===== src/rtl/twodo_pkg.sv =====
// shared types, constants and helper functions of the tracking wheel odometry block
`timescale 1ns / 1ps
`default_nettype none
package twodo_pkg;

  localparam int DIST_BITS    = 32;
  localparam int ANGLE_BITS   = 16;
  localparam int OFS_BITS     = 24;
  localparam int CFG_IDX_BITS = 3;

  // pi in Q30 and one in Q30
  localparam logic [31:0] PI_Q30  = 32'd3373259426;
  localparam logic [31:0] ONE_Q30 = 32'h4000_0000;

  // register indexes of the configuration port
  localparam logic [CFG_IDX_BITS-1:0] CFG_RIGHT_OFFSET   = 3'd0;
  localparam logic [CFG_IDX_BITS-1:0] CFG_LEFT_OFFSET    = 3'd1;
  localparam logic [CFG_IDX_BITS-1:0] CFG_BACK_OFFSET    = 3'd2;
  localparam logic [CFG_IDX_BITS-1:0] CFG_USE_IMU        = 3'd3;
  localparam logic [CFG_IDX_BITS-1:0] CFG_WHEELS_PRESENT = 3'd4;

  // series evaluations, in the order they run
  localparam logic [2:0] JOB_SINC = 3'd0;
  localparam logic [2:0] JOB_SIN1 = 3'd1;
  localparam logic [2:0] JOB_COS1 = 3'd2;
  localparam logic [2:0] JOB_SIN2 = 3'd3;
  localparam logic [2:0] JOB_COS2 = 3'd4;

  // rounded products of the final rotation
  localparam logic [2:0] SLOT_LX_DB = 3'd0;
  localparam logic [2:0] SLOT_LX_OB = 3'd1;
  localparam logic [2:0] SLOT_LY_YA = 3'd2;
  localparam logic [2:0] SLOT_LY_OA = 3'd3;
  localparam logic [2:0] SLOT_DX_C  = 3'd4;
  localparam logic [2:0] SLOT_DX_S  = 3'd5;
  localparam logic [2:0] SLOT_DY_S  = 3'd6;
  localparam logic [2:0] SLOT_DY_C  = 3'd7;

  typedef struct packed {
    logic signed [DIST_BITS-1:0] right_total;
    logic signed [DIST_BITS-1:0] left_total;
    logic signed [DIST_BITS-1:0] back_total;
    logic [ANGLE_BITS-1:0]       imu_angle;
  } in_t;

  typedef struct packed {
    logic signed [DIST_BITS-1:0] pos_x;
    logic signed [DIST_BITS-1:0] pos_y;
    logic [ANGLE_BITS-1:0]       heading_angle;
    logic                        held;
  } out_t;

  typedef enum logic [4:0] {
    OP_NONE, OP_ACCEPT, OP_WDEN, OP_WCHK, OP_WDIV, OP_WRND, OP_XMUL, OP_SINIT,
    OP_SM1, OP_SM2, OP_DLOAD, OP_DSTEP, OP_SACC, OP_MLO, OP_MHI, OP_MADD, OP_FIN
  } op_e;

  typedef struct packed {
    op_e        op;
    logic [2:0] job;
    logic [3:0] kidx;
    logic       last;
    logic [2:0] slot;
  } cmd_t;

  typedef struct packed {
    logic held;
    logic use_imu;
    logic wsat;
  } stat_t;

  function automatic logic is_cos(input logic [2:0] job);
    return (job == JOB_COS1) || (job == JOB_COS2);
  endfunction

  // number of terms of a series
  function automatic logic [3:0] ser_len(input logic [2:0] job);
    return (job == JOB_SINC) ? 4'd9 : 4'd6;
  endfunction

  // divisor of term k: (2k-1)(2k) for cosine, (2k)(2k+1) otherwise
  function automatic logic [8:0] ser_div(input logic [2:0] job, input logic [3:0] k);
    logic [9:0] e;
    logic [9:0] p;
    e = {5'd0, k, 1'b0};
    if (is_cos(job)) begin
      p = e * (e - 10'd1);
    end else begin
      p = e * (e + 10'd1);
    end
    return p[8:0];
  endfunction

endpackage
`default_nettype wire


===== src/rtl/twodo_ctrl.sv =====
// controller: sequences the datapath through division, series and rotation steps
`timescale 1ns / 1ps
`default_nettype none
module twodo_ctrl (
  input  wire logic              clk_i,
  input  wire logic              rst_ni,
  input  wire logic              in_valid_i,
  output logic                   in_ready_o,
  output logic                   out_valid_o,
  input  wire logic              out_ready_i,
  input  wire twodo_pkg::stat_t  stat_i,
  output twodo_pkg::cmd_t        cmd_o
);

  typedef enum logic [4:0] {
    ST_IDLE, ST_DISP, ST_WDEN, ST_WCHK, ST_WDIV, ST_WRND, ST_XMUL, ST_SINIT, ST_SM1,
    ST_SM2, ST_DLOAD, ST_DSTEP, ST_SACC, ST_MLO, ST_MHI, ST_MADD, ST_FIN
  } state_e;

  state_e     state_q;
  logic [3:0] cnt_q, kidx_q;
  logic [2:0] job_q, slot_q;
  logic       out_valid_q;
  logic       fin_go;
  logic       last;

  assign fin_go = !out_valid_q || out_ready_i;
  assign last   = kidx_q == twodo_pkg::ser_len(job_q);

  // command decode
  always_comb begin
    cmd_o.job  = job_q;
    cmd_o.kidx = kidx_q;
    cmd_o.last = last;
    cmd_o.slot = slot_q;
    case (state_q)
      ST_IDLE:  cmd_o.op = in_valid_i ? twodo_pkg::OP_ACCEPT : twodo_pkg::OP_NONE;
      ST_WDEN:  cmd_o.op = twodo_pkg::OP_WDEN;
      ST_WCHK:  cmd_o.op = twodo_pkg::OP_WCHK;
      ST_WDIV:  cmd_o.op = twodo_pkg::OP_WDIV;
      ST_WRND:  cmd_o.op = twodo_pkg::OP_WRND;
      ST_XMUL:  cmd_o.op = twodo_pkg::OP_XMUL;
      ST_SINIT: cmd_o.op = twodo_pkg::OP_SINIT;
      ST_SM1:   cmd_o.op = twodo_pkg::OP_SM1;
      ST_SM2:   cmd_o.op = twodo_pkg::OP_SM2;
      ST_DLOAD: cmd_o.op = twodo_pkg::OP_DLOAD;
      ST_DSTEP: cmd_o.op = twodo_pkg::OP_DSTEP;
      ST_SACC:  cmd_o.op = twodo_pkg::OP_SACC;
      ST_MLO:   cmd_o.op = twodo_pkg::OP_MLO;
      ST_MHI:   cmd_o.op = twodo_pkg::OP_MHI;
      ST_MADD:  cmd_o.op = twodo_pkg::OP_MADD;
      ST_FIN:   cmd_o.op = fin_go ? twodo_pkg::OP_FIN : twodo_pkg::OP_NONE;
      default:  cmd_o.op = twodo_pkg::OP_NONE;
    endcase
  end

  assign in_ready_o  = state_q == ST_IDLE;
  assign out_valid_o = out_valid_q;

  // state and result handshake
  always_ff @(posedge clk_i or negedge rst_ni) begin
    if (!rst_ni) begin
      state_q     <= ST_IDLE;
      cnt_q       <= '0;
      kidx_q      <= '0;
      job_q       <= '0;
      slot_q      <= '0;
      out_valid_q <= 1'b0;
    end else begin
      if (out_valid_q && out_ready_i) out_valid_q <= 1'b0;
      case (state_q)
        ST_IDLE: if (in_valid_i) state_q <= ST_DISP;
        ST_DISP: begin
          job_q <= twodo_pkg::JOB_SINC;
          if (stat_i.held) state_q <= ST_FIN;
          else if (stat_i.use_imu) state_q <= ST_XMUL;
          else state_q <= ST_WDEN;
        end
        ST_WDEN: state_q <= ST_WCHK;
        ST_WCHK: begin
          cnt_q   <= '0;
          state_q <= stat_i.wsat ? ST_WRND : ST_WDIV;
        end
        ST_WDIV: begin
          cnt_q <= cnt_q + 4'd1;
          if (cnt_q == 4'd14) state_q <= ST_WRND;
        end
        ST_WRND: state_q <= ST_XMUL;
        ST_XMUL: state_q <= ST_SINIT;
        ST_SINIT: begin
          kidx_q  <= 4'd1;
          state_q <= ST_SM1;
        end
        ST_SM1:   state_q <= ST_SM2;
        ST_SM2:   state_q <= ST_DLOAD;
        ST_DLOAD: begin
          cnt_q   <= '0;
          state_q <= ST_DSTEP;
        end
        ST_DSTEP: begin
          cnt_q <= cnt_q + 4'd1;
          if (cnt_q == 4'd7) state_q <= ST_SACC;
        end
        ST_SACC: begin
          if (!last) begin
            kidx_q  <= kidx_q + 4'd1;
            state_q <= ST_SM1;
          end else if (job_q == twodo_pkg::JOB_COS2) begin
            slot_q  <= '0;
            state_q <= ST_MLO;
          end else begin
            job_q <= job_q + 3'd1;
            if ((job_q + 3'd1 == twodo_pkg::JOB_SIN1) || (job_q + 3'd1 == twodo_pkg::JOB_SIN2))
              state_q <= ST_XMUL;
            else
              state_q <= ST_SINIT;
          end
        end
        ST_MLO:  state_q <= ST_MHI;
        ST_MHI:  state_q <= ST_MADD;
        ST_MADD: begin
          slot_q  <= slot_q + 3'd1;
          state_q <= (slot_q == twodo_pkg::SLOT_DY_C) ? ST_FIN : ST_MLO;
        end
        ST_FIN: begin
          if (fin_go) begin
            out_valid_q <= 1'b1;
            state_q     <= ST_IDLE;
          end
        end
        default: state_q <= ST_IDLE;
      endcase
    end
  end

endmodule
`default_nettype wire


===== config.mk =====
export PLATFORM = sky130hd
export DESIGN_NAME = twodo_ctrl
export DESIGN_NICKNAME = d
export VERILOG_FILES = /design/src/rtl/twodo_pkg.sv /design/src/rtl/twodo_ctrl.sv
export SDC_FILE = /design/constraint.sdc
export NUM_CORES = 1
export LEC_CHECK = 0
export CAP_MARGIN = 5
export CORE_UTILIZATION = 61
export DETAILED_ROUTE_END_ITERATION = 6
export DONT_BUFFER_PORTS = 1
export PLACE_DENSITY = 0.79
export SLEW_MARGIN = 30
export SYNTH_ARGS = -nofsm -noshare
export SYNTH_HDL_FRONTEND = slang
export SYNTH_SLANG_ARGS = --single-unit
export TNS_END_PERCENT = 5

===== constraint.sdc =====
create_clock -name clk_i -period 2.2 [get_ports clk_i]
set_input_delay 0.22 -clock clk_i [delete_from_list [all_inputs] [get_ports clk_i]]
set_output_delay 0.22 -clock clk_i [all_outputs]
set_load 0.02 [all_outputs]

==> qor.csv <==
metric,value,unit
slowest cell on the critical path,dfrtp_1,
Fin Setup TNS,0,ns
Reg-to-Reg Start,state_q[2]$_DFFE_PN0P_,
Die Ht,51.1,um
drt drc,0,
Filler cells,187,
Max Slew Vio Count,0,
grt total ovfl,0,
IO Count,25,
Post-synth EDFFs,0,
Top delay family on crit path,simple AND/OR/NAND/NOR gates,
DP HPWL,2390,um
First-pass DRT Iterations,4,
dominant synthesized flop cell,dfrtp_1,
nets@finish,181,
GP Congestion,0.933,
Setup Skew,0.0108,ns
post-synthesis register bit count,20,
Tightest Hold Check Type,in2reg,
Switching Share,48.7,%
"count leader, synth",dfrtp_1,
hold path start,out_ready_i,
Setup-failing EPs final,0,
Netlist cell types,54,
RSZ-0062 raised after global routing,no,
Worst VDD drop,680,uV
Iter 0 DRT Violations,36,
post-synthesis sequential area ratio,34.0,%
top cell type's share of synthesized area,34.0,%
share of cells above drive strength 1,14.1,%
Worst Setup End Kind,primary output,
part of the power in registers,44.0,%
Pint,0.895,mW
worst-skew pair later-pin latency,0.30,ns
fin crit share,95.0,%
Hold Worst Slack,0.00553,ns
clk slew on worst S/H paths,0.12,ns
All-Layer GR Usage,27.6,%
Slew headroom,64.2,%
"top cells by count, synth","20 x dfrtp_1, 14 x inv_1, 11 x nand2_1",
R2R Path End,job_q[0]$_DFFE_PN0P_,
flop-to-flop setup slack,0.24,ns
Sink Count,20,
Hold Path Depth,1,
Buf/Inv on CP,0,
Max clock buf depth,2,
Util after Layout,69.2,%
crit start category,register,
Total Wirelength,3220,um
Syn Nets,176,
largest net degree at the start of global routing,21,
Worst Tran Pin Value,0.538,ns
Synth area leader,dfrtp_1,
first-pass GRT wire length,5350,um
mapped cell area,0.00147,mm2
placed cell count,186,
Worst R2R Path Depth,4,
Max-Cap Viols,0,
Final min period,2.09,ns
Yosys warnings,0,
initial antenna violation count,0,
CP arrival,1.87,ns
num rows,17,
"Hold Vio Cnt, Final",0,
Clk pwr share,10.1,%
Hold EP,out_valid_o$_DFF_PN0_,
Die ar.,0.00261,mm2
required time of the critical path,1.98,ns
P&R area growth vs syn,5.01,%
Synth area leaders,"dfrtp_1 34%, ha_1 7.6%, inv_1 3.6%",
WS Path Type,reg2out,
CTS tree,built,
worst path cell trace,nor3_4 -> nand2_1 -> mux2_2 -> nor2_1,
DR vias/cell,6.45,
Syn Area/Cell,9.20,um2
IO buf count,0,
drt wl/cell,16.8,um
Initial Util,65.9,%
Leak Pwr,0.687,nW
Max stage delay on crit path,0.57,ns
routed via count,1231,
crit path max fanout,14,
combinational share of power,45.9,%
vias in the first global route,1207,
CTS buffer count,3,
H-tree depth,1,
Pwr Total,1.75,mW
outcome,completed,
Ant. Diodes,0,
Finished Layout Cells,191,
Fmax,0.478,GHz
CTS Root Cell,clkbuf_4,
fraction of registers with async set/reset,100,%
NetSw,0.850,mW
DRT antenna net count,0,
Power Dens Cells,1130,mW/mm2
die extent in x,51.1,um
Core ar.,0.00223,mm2
cells after synthesis,160,
## through the flow
| stage | cell area [um2] | setup slack (ns) |
|---|---|---|
| after floorplan | 1470 | 0.340 |
| after detailed placement | 1500 | 0.333 |
| after global placement | 1500 | 0.412 |
| after CTS | 1540 | 0.0522 |
| final | 1550 | 0.109 |
| after global routing | 1550 | 0.0358 |
## placed cells by master, fill, tap and decap left out, drive strengths merged, types with 3 or more instances in the layout
cell type / instances
dfrtp: 20
inv: 15
nand2: 11
o21ai: 11
ha: 9
nor2: 9
nand3: 7
buf: 7
a21oi: 5
a31oi: 5
a21o: 5
nor3: 4
nor2b: 3
o22ai: 3
o31a: 3
clkbuf: 3
## state kept, by name (all words and copies together), names as in the netlist
name	flops
state_q	5
cnt_q	4
kidx_q	4
job_q	3
slot_q	3
out_valid_o	1
## power by group through the flow
stage | clock network, mW | registers, mW | logic [mW]
after floorplan | 0 | 0.642 | 0.738
after global placement | 0 | 0.747 | 0.750
after detailed placement | 0 | 0.764 | 0.783
after CTS | 0.176 | 0.756 | 0.794
after global routing | 0.191 | 0.794 | 0.894
final | 0.176 | 0.769 | 0.801
## timing repair
action | 4_1_cts | 5_1_grt
hold buffers | 1 | 1
gates resized for setup | 0 | 1
setup buffers | 0 | 0
endpoints found under the hold margin | 20 | 20
setup endpoints to repair | 0 | 1
## routing by layer
metal  routed length, um  track usage (%)
met1                1380             32.2
met2                1590             48.0
met3                 221             9.23
met4                  25             7.41
met5                   0                0
## worst max-delay path by stage
stage	from	to	slack, ns	cells past startpoint
3_5_place_dp	state_q[2]$_DFFE_PN0P_	job_q[0]$_DFFE_PN0P_	0.33	4
6_report	state_q[1]$_DFFE_PN0P_	cmd_o[11]	0.11	4
2_1_floorplan	job_q[0]$_DFFE_PN0P_	kidx_q[2]$_DFFE_PN0P_	0.34	6
5_1_grt	state_q[3]$_DFFE_PN0P_	cmd_o[11]	0.04	4
3_3_place_gp	job_q[0]$_DFFE_PN0P_	job_q[2]$_DFFE_PN0P_	0.41	7
4_1_cts	state_q[3]$_DFFE_PN0P_	cmd_o[11]	0.05	4
## layout make-up
type                    count  area [um2]  share of cell area (%)
clock buffers               3        22.5                    1.46
inverters                  15        58.8                    3.80
multi-input cells         117         870                    56.2
flip-flops and latches     20         500                    32.4
well taps                  28        35.0                    2.27
repair buffers              8        60.1                    3.88
## cells by family (layout without fill, tap and decap cells)
logic type	Yosys count	in the layout	share of synthesized area, %
buffers and inverters	23	26	7.39
XOR/XNOR	2	2	1.19
AO/OA/AOI/OAI	52	52	25.7
multiplexers	3	3	2.97
flip-flops	20	20	34.0
adder cells (fa/ha/maj)	9	9	7.65
AND/OR/NAND/NOR	51	51	21.2
Power figures use the tool's default switching activity.
